## config.mk

```make
export PLATFORM = sky130hd
export DESIGN_NAME = scan_code_key_state_tracker
export DESIGN_NICKNAME = d
export VERILOG_FILES = /design/src/hw/rtl/kst_pkg.sv /design/src/hw/rtl/kst_store.sv /design/src/hw/rtl/kst_update.sv /design/src/hw/rtl/scan_code_key_state_tracker.sv
export SDC_FILE = /design/constraint.sdc
export NUM_CORES = 2
export LEC_CHECK = 0
export BUFFER_PORTS_ARGS = -buffer_cell sky130_fd_sc_hd__buf_2
export CELL_PAD_IN_SITES_DETAIL_PLACEMENT = 1
export CELL_PAD_IN_SITES_GLOBAL_PLACEMENT = 2
export CORE_MARGIN = 2
export CORE_UTILIZATION = 30
export DETAILED_ROUTE_END_ITERATION = 10
export GPL_TIMING_DRIVEN = 0
export PLACE_DENSITY = 0.61
export REMOVE_ABC_BUFFERS = 1
export SYNTH_ARGS = -nofsm -noshare
export SYNTH_HDL_FRONTEND = slang
export SYNTH_SLANG_ARGS = --single-unit
```

## constraint.sdc

```tcl
create_clock -name i_clk -period 22.7 [get_ports i_clk]
set_input_delay 2.27 -clock i_clk [delete_from_list [all_inputs] [get_ports i_clk]]
set_output_delay 2.27 -clock i_clk [all_outputs]
set_load 0.03 [all_outputs]
```

## src/hw/rtl/kst_pkg.sv

```systemverilog
// Shared types, operation codes and the set-1 translation table for the
// scan code key state tracker. No dependencies.
package kst_pkg;

    typedef enum logic [2:0] {
        MODE_SCAN     = 3'd0,
        MODE_READ     = 3'd1,
        MODE_CONSUME  = 3'd2,
        MODE_CLEAR    = 3'd3,
        MODE_CLR_LAST = 3'd4
    } t_mode;

    typedef struct packed {
        logic [2:0] mode;
        logic [7:0] scan_code;
        logic [7:0] key;
    } t_in_item;

    typedef struct packed {
        logic [7:0] last_raw;
        logic [7:0] recent_key;
        logic [7:0] key_state;
        logic       key_down;
        logic       key_edge;
    } t_out_item;

    // Write port of the state store.
    typedef struct packed {
        logic       en;
        logic [7:0] addr;
        logic [7:0] data;
    } t_wr_req;

    localparam int unsigned XLAT_DEPTH = 84;

    localparam logic [7:0] STATE_EDGE     = 8'h01;
    localparam logic [7:0] STATE_STEP     = 8'h02;
    localparam logic [7:0] STATE_LIMIT    = 8'hFD;
    localparam logic [7:0] EDGE_CLR_MASK  = 8'hFE;

    localparam logic [7:0] XLAT_ROM [0:XLAT_DEPTH-1] = '{
        8'h00, 8'h1B, 8'h31, 8'h32, 8'h33, 8'h34, 8'h35, 8'h36, 8'h37, 8'h38, 8'h39, 8'h30,
        8'h2D, 8'h3D, 8'h08, 8'h09, 8'h51, 8'h57, 8'h45, 8'h52, 8'h54, 8'h59, 8'h55, 8'h49,
        8'h4F, 8'h50, 8'h5B, 8'h5D, 8'h0D, 8'h82, 8'h41, 8'h53, 8'h44, 8'h46, 8'h47, 8'h48,
        8'h4A, 8'h4B, 8'h4C, 8'h3B, 8'h27, 8'h60, 8'h83, 8'h5C, 8'h5A, 8'h58, 8'h43, 8'h56,
        8'h42, 8'h4E, 8'h4D, 8'h2C, 8'h2E, 8'h2F, 8'h84, 8'h2A, 8'h85, 8'h20, 8'h86, 8'hC9,
        8'hCA, 8'hCB, 8'hCC, 8'hCD, 8'hCE, 8'hCF, 8'hD0, 8'hD1, 8'hD2, 8'h87, 8'h88, 8'h9D,
        8'h9E, 8'h9F, 8'h2D, 8'h9A, 8'h9B, 8'h9C, 8'h2B, 8'h97, 8'h98, 8'h99, 8'h96, 8'h89
    };

    // Codes beyond the table translate to key 0.
    function automatic logic [7:0] kst_xlat(input logic [6:0] idx);
        logic [7:0] v;
        v = 8'h00;
        if (idx < 7'(XLAT_DEPTH)) begin
            v = XLAT_ROM[idx];
        end
        return v;
    endfunction

endpackage

```

## src/hw/rtl/kst_store.sv

```systemverilog
// Key state store: one byte per key slot in a synchronous RAM, with
// per-slot valid bits cleared by reset. Depends on kst_pkg.
module kst_store
    import kst_pkg::*;
#(
    parameter int unsigned KEY_SLOTS = 256
) (
    input  logic       i_clk,
    input  logic       i_rst_n,
    input  logic       i_rd_en,
    input  logic [7:0] i_rd_addr,
    output logic [7:0] o_rd_data,
    input  t_wr_req    i_wr
);

    localparam int unsigned AW = $clog2(KEY_SLOTS);

    logic [7:0]           r_mem [KEY_SLOTS];
    logic [KEY_SLOTS-1:0] r_vld;
    logic [7:0]           r_rdata;
    logic                 r_rvld;
    logic                 r_hit;
    logic [7:0]           r_fwd;

    always_ff @(posedge i_clk) begin
        if (i_wr.en) begin
            r_mem[i_wr.addr[AW-1:0]] <= i_wr.data;
        end
        if (i_rd_en) begin
            r_rdata <= r_mem[i_rd_addr[AW-1:0]];
        end
    end

    always_ff @(posedge i_clk) begin
        if (!i_rst_n) begin
            r_vld <= '0;
        end else if (i_wr.en) begin
            r_vld[i_wr.addr[AW-1:0]] <= 1'b1;
        end
    end

    // A read in the same cycle as a write to that slot sees the old byte,
    // so the written byte is carried along and takes priority.
    always_ff @(posedge i_clk) begin
        if (i_rd_en) begin
            r_rvld <= r_vld[i_rd_addr[AW-1:0]];
            r_hit  <= i_wr.en && (i_wr.addr == i_rd_addr);
            r_fwd  <= i_wr.data;
        end
    end

    assign o_rd_data = r_hit ? r_fwd : (r_rvld ? r_rdata : 8'h00);

endmodule

```

## src/hw/rtl/kst_update.sv

```systemverilog
// Modify step of the read-modify-write: new state byte, write request and
// last pressed key for one operation. Depends on kst_pkg.
module kst_update
    import kst_pkg::*;
(
    input  logic [2:0] i_mode,
    input  logic [7:0] i_raw,
    input  logic [7:0] i_addr,
    input  logic       i_in_range,
    input  logic       i_commit,
    input  logic [7:0] i_rd_data,
    input  logic [7:0] i_recent_key,
    output t_wr_req    o_wr,
    output logic [7:0] o_state,
    output logic [7:0] o_recent_key
);

    logic [7:0] cur;
    logic [7:0] pressed;
    logic [7:0] nxt;
    logic       wr;

    always_comb begin
        cur          = i_in_range ? i_rd_data : 8'h00;
        pressed      = (cur == 8'h00) ? STATE_EDGE : cur;
        nxt          = cur;
        wr           = 1'b0;
        o_recent_key = i_recent_key;
        case (i_mode)
            MODE_SCAN: begin
                wr = 1'b1;
                if (i_raw[7]) begin
                    nxt          = 8'h00;
                    o_recent_key = 8'h00;
                end else begin
                    if (cur == 8'h00) begin
                        o_recent_key = i_addr;
                    end
                    nxt = (pressed <= STATE_LIMIT) ? pressed + STATE_STEP : pressed;
                end
            end
            MODE_CONSUME: begin
                wr  = 1'b1;
                nxt = cur & EDGE_CLR_MASK;
            end
            MODE_CLEAR: begin
                wr  = 1'b1;
                nxt = 8'h00;
            end
            MODE_CLR_LAST: begin
                o_recent_key = 8'h00;
            end
            default: begin
                nxt = cur;
            end
        endcase
    end

    assign o_wr.en   = wr && i_in_range && i_commit;
    assign o_wr.addr = i_addr;
    assign o_wr.data = nxt;
    // Keys outside the store have no byte and report zero.
    assign o_state   = i_in_range ? nxt : 8'h00;

endmodule

```

## src/hw/rtl/scan_code_key_state_tracker.sv

```systemverilog
// Scan code key state tracker: translates set-1 scan codes and keeps one
// state byte per key. An accepted item is registered in the read stage and
// then in the output register; throughput is one item per cycle while the
// output does not stall, set by the single RAM read port, with same-slot
// writes forwarded to the next read. Synchronous reset clears the last codes
// and all slot valid bits; the block accepts items right after reset.
module scan_code_key_state_tracker
    import kst_pkg::*;
#(
    parameter int unsigned TRANSLATION_ENTRIES = 84,
    parameter int unsigned KEY_SLOTS           = 256
) (
    input  logic      i_clk,
    input  logic      i_rst_n,
    input  logic      i_in_valid,
    output logic      o_in_stall,
    input  t_in_item  i_in_item,
    output logic      o_out_valid,
    input  logic      i_out_stall,
    output t_out_item o_out_item
);

    localparam logic [7:0] XLAT_LIM  = 8'(TRANSLATION_ENTRIES);
    localparam logic [8:0] SLOT_LIM  = 9'(KEY_SLOTS);

    logic       in_xfer;
    logic       out_free;
    logic       adv;
    logic [7:0] xkey;
    logic [7:0] addr;

    logic       r_s1_vld;
    logic [2:0] r_s1_mode;
    logic [7:0] r_s1_raw;
    logic [7:0] r_s1_addr;
    logic       r_s1_inr;
    logic [7:0] r_last_raw;
    logic [7:0] r_recent_key;
    logic       r_out_vld;
    t_out_item  r_out;

    logic [7:0] n_last_raw;
    logic [7:0] n_recent_key;
    logic [7:0] rd_data;
    logic [7:0] state;
    t_wr_req    wr;

    assign out_free   = !r_out_vld || !i_out_stall;
    assign adv        = r_s1_vld && out_free;
    assign o_in_stall = r_s1_vld && !out_free;
    assign in_xfer    = i_in_valid && !o_in_stall;

    always_comb begin
        xkey = 8'h00;
        if ({1'b0, i_in_item.scan_code[6:0]} < XLAT_LIM) begin
            xkey = kst_xlat(i_in_item.scan_code[6:0]);
        end
        addr = (i_in_item.mode == MODE_SCAN) ? xkey : i_in_item.key;
    end

    kst_store #(
        .KEY_SLOTS (KEY_SLOTS)
    ) u_store (
        .i_clk     (i_clk),
        .i_rst_n   (i_rst_n),
        .i_rd_en   (in_xfer),
        .i_rd_addr (addr),
        .o_rd_data (rd_data),
        .i_wr      (wr)
    );

    kst_update u_update (
        .i_mode       (r_s1_mode),
        .i_raw        (r_s1_raw),
        .i_addr       (r_s1_addr),
        .i_in_range   (r_s1_inr),
        .i_commit     (adv),
        .i_rd_data    (rd_data),
        .i_recent_key (r_recent_key),
        .o_wr         (wr),
        .o_state      (state),
        .o_recent_key (n_recent_key)
    );

    assign n_last_raw = (r_s1_mode == MODE_SCAN) ? r_s1_raw : r_last_raw;

    always_ff @(posedge i_clk) begin
        if (!i_rst_n) begin
            r_s1_vld <= 1'b0;
        end else if (in_xfer) begin
            r_s1_vld <= 1'b1;
        end else if (adv) begin
            r_s1_vld <= 1'b0;
        end
    end

    always_ff @(posedge i_clk) begin
        if (in_xfer) begin
            r_s1_mode <= i_in_item.mode;
            r_s1_raw  <= i_in_item.scan_code;
            r_s1_addr <= addr;
            r_s1_inr  <= {1'b0, addr} < SLOT_LIM;
        end
    end

    always_ff @(posedge i_clk) begin
        if (!i_rst_n) begin
            r_last_raw   <= 8'h00;
            r_recent_key <= 8'h00;
            r_out_vld    <= 1'b0;
        end else if (adv) begin
            r_last_raw   <= n_last_raw;
            r_recent_key <= n_recent_key;
            r_out_vld    <= 1'b1;
        end else if (!i_out_stall) begin
            r_out_vld    <= 1'b0;
        end
    end

    always_ff @(posedge i_clk) begin
        if (adv) begin
            r_out.last_raw   <= n_last_raw;
            r_out.recent_key <= n_recent_key;
            r_out.key_state  <= state;
            r_out.key_down   <= (state != 8'h00);
            r_out.key_edge   <= state[0];
        end
    end

    assign o_out_valid = r_out_vld;
    assign o_out_item  = r_out;

endmodule
```

# Yosys cells after proc, flatten, opt, wreduce, memory -nomap -nowiden
# Memory sizes are Yosys's and may differ from the RTL's. A register that Yosys moved wholly into a read port is not among the register bits.
# Cells that the tools add are included.
[classes]
n_reduce_logical = 17
n_mux = 26
addsub = 1
n_eq_ne = 5
n_bitwise = 2
order_cmp = 7
[ops]
columns = ["cell", "n"]
rows = [
  ["bitwise OR 256 bit", 1],
  ["2-to-1 mux 8 bit", 13],
  ["one-hot mux 8 bit (3 select lines)", 1],
  ["less-than comparator 8 x 9 -> 1 bit, second input constant", 2],
  ["one-hot mux 8 bit (2 select lines)", 1],
  ["less-than comparator 7 bit, second input constant", 2],
  ["2-to-1 mux 1 bit", 9],
  ["adder 8 x 2 -> 8 bit, second input constant", 1],
  ["binary-select mux 1 bit (select 8 bit)", 1],
  ["demux 1 bit (select 8 bit)", 1],
  ["== test 8 bit", 1],
  ["greater-or-equal comparator 8 x 1 -> 1 bit, second input constant", 1],
  ["greater-or-equal comparator 8 bit, second input constant", 1],
  ["less-or-equal comparator 8 bit, second input constant", 1],
  ["logical NOT 8 bit", 1],
  ["NOT 7 -> 8 bit", 1],
  ["nonzero test 8 bit", 1],
  ["== test 3 x 2 -> 1 bit, second input constant", 2],
  ["logical AND 1 bit", 6],
  ["logical NOT 3 bit", 2],
  ["logical NOT 1 bit", 4],
  ["== test 3 bit, second input constant", 1],
  ["OR reduction 3 bit", 1],
  ["!= test 2 x 1 -> 1 bit, second input constant", 1],
  ["other kinds (2)", 2],
]
[word_totals]
mem_bits_ro = 1024
out_inout_bits = 28
in_bits = 23
register_bits = 329
memories = 2
elab_cells = 76
ram_bits = 2048
[memory_table]
columns = ["memory", "depth", "width", "rd", "rd_clocked_by_memory_dff", "wr", "line_no", "text"]
rows = [
  ["u_store.r_mem", 256, 8, 1, 1, 1, "kst_store.sv:18", "logic [7:0] r_mem [KEY_SLOTS];"],
  ["(name not given)", 128, 8, 1, 0, 0, "kst_pkg.sv:56", "v = XLAT_ROM[idx];"],
]

# Depth between registers and ports, before layout
[logic_depth]
word_depth = 9
mapped_depth = 21
ltp_nobuf = 14

# By module
# Synthesis repeated with hierarchy kept, for this count alone.
[unflattened]
cells_unflattened = 4904
area_unflattened_um2 = 93160.6
[modules_own_cells]
columns = ["module", "seq_area_each_um2", "n_inst", "area_per_inst_um2", "cells_each"]
rows = [
  ["kst_store", 67164.4, 1, 89231.8, 4493],
  ["scan_code_key_state_tracker", 1681.6, 1, 3368.2, 323],
  ["kst_update", 0.0, 1, 560.5, 88],
]

# Worst setup path before layout
# Ideal clock, no wire load.
[synth_path]
path_type = "register to register"
from = "register u_store.r_hit"
to = "register r_out, in the netlist o_out_item[3], data pin"
path_buffers = 1
arrival_ns = 8.747
setup_time_ns = 1.596
path_stages_with_launch = 10
setup_slack_ns = 12.357
required_ns = 21.104
period_less_slack_ns = 10.343
cell_sequence = "edfxtp_1 nor2b_1 clkbuf_1 a22oi_1 nor2_1 nand2_1 or2_2 nor3_1 nor2_1 o22ai_1"
[synth_via]
elab_chain_cells = 7
elab_cells_between_ends = 8
classes_between = "add/sub: 1; order compare: 1; mux: 5; reduce/logical: 1"
[synth_lines]
columns = ["element", "line_no", "text"]
rows = [
  ["start, declared", "kst_store.sv:22", "logic r_hit;"],
  ["start signal, assigned", "kst_store.sv:47", "r_hit <= i_wr.en && (i_wr.addr == i_rd_addr);"],
  ["2-to-1 mux 8 bit (*)", "kst_store.sv:52", "assign o_rd_data = r_hit ? r_fwd : (r_rvld ? r_rdata : 8'h00);"],
  ["logical NOT 8 bit", "kst_update.sv:25", "pressed = (cur == 8'h00) ? STATE_EDGE : cur;"],
  ["2-to-1 mux 8 bit", "kst_update.sv:25", ""],
  ["adder 8 x 2 -> 8 bit or less-or-equal comparator 8 bit (tied branches)", "kst_update.sv:39", "nxt = (pressed <= STATE_LIMIT) ? pressed + STATE_STEP : pressed;"],
  ["2-to-1 mux 8 bit", "kst_update.sv:39", ""],
  ["2-to-1 mux 8 bit", "kst_update.sv:32", "if (i_raw[7]) begin"],
  ["one-hot mux 8 bit (3 select lines) (*)", "kst_update.sv:29", "case (i_mode)"],
  ["net state[1]", "scan_code_key_state_tracker.sv:45", "logic [7:0] state;"],
  ["end, declared", "scan_code_key_state_tracker.sv:40", "t_out_item r_out;"],
]
# The timed path passes the listed nets; every way through them passes the cells marked *.
# A chain may end at the register's enable or synchronous reset.

# Final worst setup path
[layout_path]
from = "input i_in_item[10] (netlist bit)"
to = "register u_store.r_rdata[6] (read register of u_store.r_mem), data pin"
[layout_via]
elab_chain_cells = 7
elab_cells_between_ends = 9
classes_between = "order compare: 2; mux: 5; bitwise: 1; memory: 1"
[layout_lines]
columns = ["element", "line_no", "text"]
rows = [
  ["start, declared", "scan_code_key_state_tracker.sv:17", "input t_in_item i_in_item,"],
  ["NOT 7 -> 8 bit (not written as such)", "kst_pkg.sv:56", ""],
  ["memory (128 x 8 bit)", "--", ""],
  ["2-to-1 mux 8 bit (not written as such) (2 in series)", "kst_pkg.sv:56", ""],
  ["2-to-1 mux 8 bit", "kst_pkg.sv:55", "if (idx < 7'(XLAT_DEPTH)) begin"],
  ["2-to-1 mux 8 bit (*)", "scan_code_key_state_tracker.sv:55", "if ({1'b0, i_in_item.scan_code[6:0]} < XLAT_LIM) begin"],
  ["2-to-1 mux 8 bit (*)", "scan_code_key_state_tracker.sv:58", "addr = (i_in_item.mode == MODE_SCAN) ? xkey : i_in_item.key;"],
  ["end, declared", "kst_store.sv:20", "logic [7:0] r_rdata;"],
]
# Every way passes the cells marked *; elsewhere a longest branch is shown, timed or not. The select of a mux whose other input is x is not followed.

==> impl_metrics.json <==
{
  "cp-end-kind": "flop",
  "drv_cap": 1,
  "antenna_found_initial": 23,
  "worst_pin_slew_ps": 1550,
  "fillCellCount": 32700,
  "syn_area_per_cell_um2": 13.9,
  "placementRows": 207,
  "fin_worst_skew_ps": 48.2,
  "chipHeight_um": 570,
  "synth-main-ff-cell": "edfxtp_1",
  "fin_ws_ps": 12880,
  "coreArea_um2": 318000,
  "ctsHoldBuffers": 0,
  "yosys_warnings": 0,
  "syn-instance-count": 6922,
  "avgRoutedWirePerCell_um": 30.4,
  "leakage_nw": 37.5,
  "setup_violations": 0,
  "path_max_fanout": 93,
  "fin_crit_sh_pct": 43.3,
  "synth_enable_flop_cells": 2110,
  "relSlewSlack_pct": -4.24,
  "clk_latency_ps": 870,
  "port-buffer-count": 50,
  "post-cts-setup-buffers": 0,
  "status": "complete, but fails checks",
  "hold_class": "reg -> reg",
  "cts_root_buffer": "clkbuf_16",
  "grt_pass1_vias": 62200,
  "cts_buffers": 274,
  "tritoncts": "done",
  "h-tree-depth": 5,
  "viasPerCell": 5.41,
  "ant_nets": 0,
  "grt_pass1_wl_um": 486000,
  "clk_pin_slew_ps": 60,
  "vias": 61600,
  "synth_area_um2": 96100,
  "initialDrtViolationCount": 5620,
  "fin_hold_ws_ps": 456,
  "firstDrtPassIters": 6,
  "post_cts_resized": 0,
  "power_mw": 10.4,
  "drcViolationCount": 0,
  "fin_setup_tns_ps": 0,
  "critPathArrivalTime_ps": 10560,
  "pin_count": 51,
  "fmax_mhz": 102,
  "start_util_pct": 30.2,
  "synth-seq-cells": 2384,
  "layout.nets": 7011,
  "hold_violations": 0,
  "wirelength_um": 345000,
  "syn2layout_area_growth_pct": 17.1,
  "multi_input_area_um2": 25200,
  "fin_crit_ps": 9820,
  "cp.required_ps": 23440,
  "crit_type": "in -> reg",
  "synth.distinct_cells": 82,
  "ir_worst_vdd_mv": 0.0609,
  "drive_above_1_share_pct": 11.5,
  "dp_slack_ps": 12170,
  "dp_hpwl_um": 220000,
  "start_kind": "primary input",
  "powerDensity_nw_per_um2": 92.2,
  "cts_num_sinks": 2384,
  "dieArea_um2": 325000,
  "grt_max_degree": 112,
  "violations": "capacitance limit, slew limit",
  "die_x_um": 570,
  "clockBufferDepth": 4,
  "grt_overflow": 0,
  "rsz0062_at_grt": "false",
  "ff_latch_area_um2": 68800,
  "globalplace.congestion": 0.779,
  "synthArstFlopShare_pct": 0,
  "slew_viol_final": 2,
  "track_usage_pct": 20.8,
  "ys_seq_area_share_pct": 71.6
}
==> area by class of cell <==
class / count / area share [%]
multi-input combinational: 4025 / 22.4
antenna: 8 / 0.0178
sequential: 2384 / 61.2
inverter: 25 / 0.112
clock inverter: 95 / 0.705
clock buffer: 396 / 6.83
timing repair buffer: 262 / 4.07
tap: 4180 / 4.65
==> layer usage <==
metal / up-vias / part of all wire, % / global-route usage (%)
met5: - / 0.037 / 0.223
met4: 3 / 2.8 / 6.32
met3: 456 / 6.0 / 3.26
met2: 1797 / 46 / 33.0
met1: 32800 / 45 / 29.1
li1: 26500 / - / -
==> critical path, cell delays in order <==
cell             delay (ps)
buf_2                   600
inv_1                   500
ha_1                    360
nor3_1                  340
a211oi_1                100
o221a_2                 350
o31ai_4                 150
buf_16                  220
buf_16                  170
buf_8                   200
buf_16                  180
buf_8                   170
inv_8                   130
buf_16                  290
buf_16                  320
nor2_4                  790
nand2_1                 860
o22a_1                  450
a31oi_1                 640
a2111oi_1               150
clkdlybuf4s18_2         320
o211ai_1                230
and4_1                  250
==> logic make-up after synthesis <==
family          Yosys count  synth area share, %
compound gates         1135                 8.82
xor+xnor                  9               0.0820
fa+ha+maj                16                0.208
buf+inv                 513                 2.52
flops                  2384                 71.6
mux                     400                 5.52
simple gates           2465                 11.2
==> synth_stat cells, drive strengths merged, types with 20 or more instances <==
| master | number | area share [%] |
|---|---|---|
| inv | 24 | 0.094 |
| and3 | 250 | 1.6 |
| a311o | 20 | 0.21 |
| a32oi | 35 | 0.32 |
| o21a | 266 | 2.1 |
| a22oi | 27 | 0.21 |
| a311oi | 157 | 1.4 |
| a21oi | 90 | 0.47 |
| mux2i | 276 | 2.9 |
| nor2b | 40 | 0.26 |
| a211oi | 153 | 1.2 |
| nand4 | 22 | 0.14 |
| nand3 | 364 | 1.9 |
| clkbuf | 198 | 0.77 |
| a221oi | 25 | 0.24 |
| a31oi | 119 | 0.77 |
| o22ai | 22 | 0.14 |
| nor3 | 34 | 0.18 |
| mux2 | 22 | 0.26 |
| nor4 | 20 | 0.14 |
| nor2 | 316 | 1.2 |
| nand2 | 1369 | 5.3 |
| o21ai | 72 | 0.37 |
| dfxtp | 274 | 5.7 |
| mux4 | 102 | 2.4 |
| edfxtp | 2110 | 66 |
| buf | 290 | 1.7 |
==> flip-flops by register name, indices dropped and copies added, names as in the netlist <==
signal	count
u_store.r_mem	2048
u_store.r_vld	256
o_out_item	25
r_last_raw	8
r_recent_key	8
r_s1_addr	8
r_s1_raw	8
u_store.r_fwd	8
u_store.r_rdata	8
r_s1_mode	3
o_out_valid	1
r_s1_vld	1
u_store.r_hit	1
u_store.r_rvld	1
==> cell usage in the layout, fill, tap and decap left out, drive strengths merged, types with 22 or more instances in the layout <==
cell type / synthesis / final
nand4: 22 / 22
a21oi: 90 / 90
mux2: 22 / 22
clkbuf: 198 / 396
dfxtp: 274 / 274
a311oi: 157 / 157
edfxtp: 2110 / 2110
nor2: 316 / 316
a22oi: 27 / 27
and3: 250 / 250
buf: 290 / 261
a221oi: 25 / 25
a32oi: 35 / 35
o21a: 266 / 266
o22ai: 22 / 22
mux4: 102 / 102
o21ai: 72 / 72
a211oi: 153 / 153
nand2: 1369 / 1369
inv: 24 / 34
a31oi: 119 / 119
nor3: 34 / 34
nand3: 364 / 364
mux2i: 276 / 276
clkinv: 1 / 73
nor2b: 40 / 40
==> through the flow <==
step	cell area, µm²	instances	utilization, %
2_1_floorplan	93800	6434	-
3_3_place_gp	99300	10700	31.2
3_5_place_dp	104000	10900	32.7
4_1_cts	112000	11400	35.3
5_1_grt	112000	11400	35.3
6_report	112000	11400	35.3
==> path summary, 6_finish.rpt <==
kind	cells past startpoint	end	start	slack (ps)
min	1	u_store.r_vld[36]$_SDFFE_PN0P_	u_store.r_vld[36]$_SDFFE_PN0P_	460
max reg2reg	7	u_store.r_mem[209][4]$_DFFE_PP_	r_s1_vld$_SDFFE_PN0P_	17540
max	23	u_store.r_rdata[6]$_DFFE_PP_	i_in_item[10]	12880
min reg2reg	1	u_store.r_vld[36]$_SDFFE_PN0P_	u_store.r_vld[36]$_SDFFE_PN0P_	460
==> report_power, final <==
part	total, mW	switching (mW)	internal, mW
Combinational	1.20	0.848	0.354
Sequential	4.90	0.00955	4.89
Clock	4.28	1.80	2.47
Total	10.4	2.66	7.71
Power figures use the tool's default switching activity.
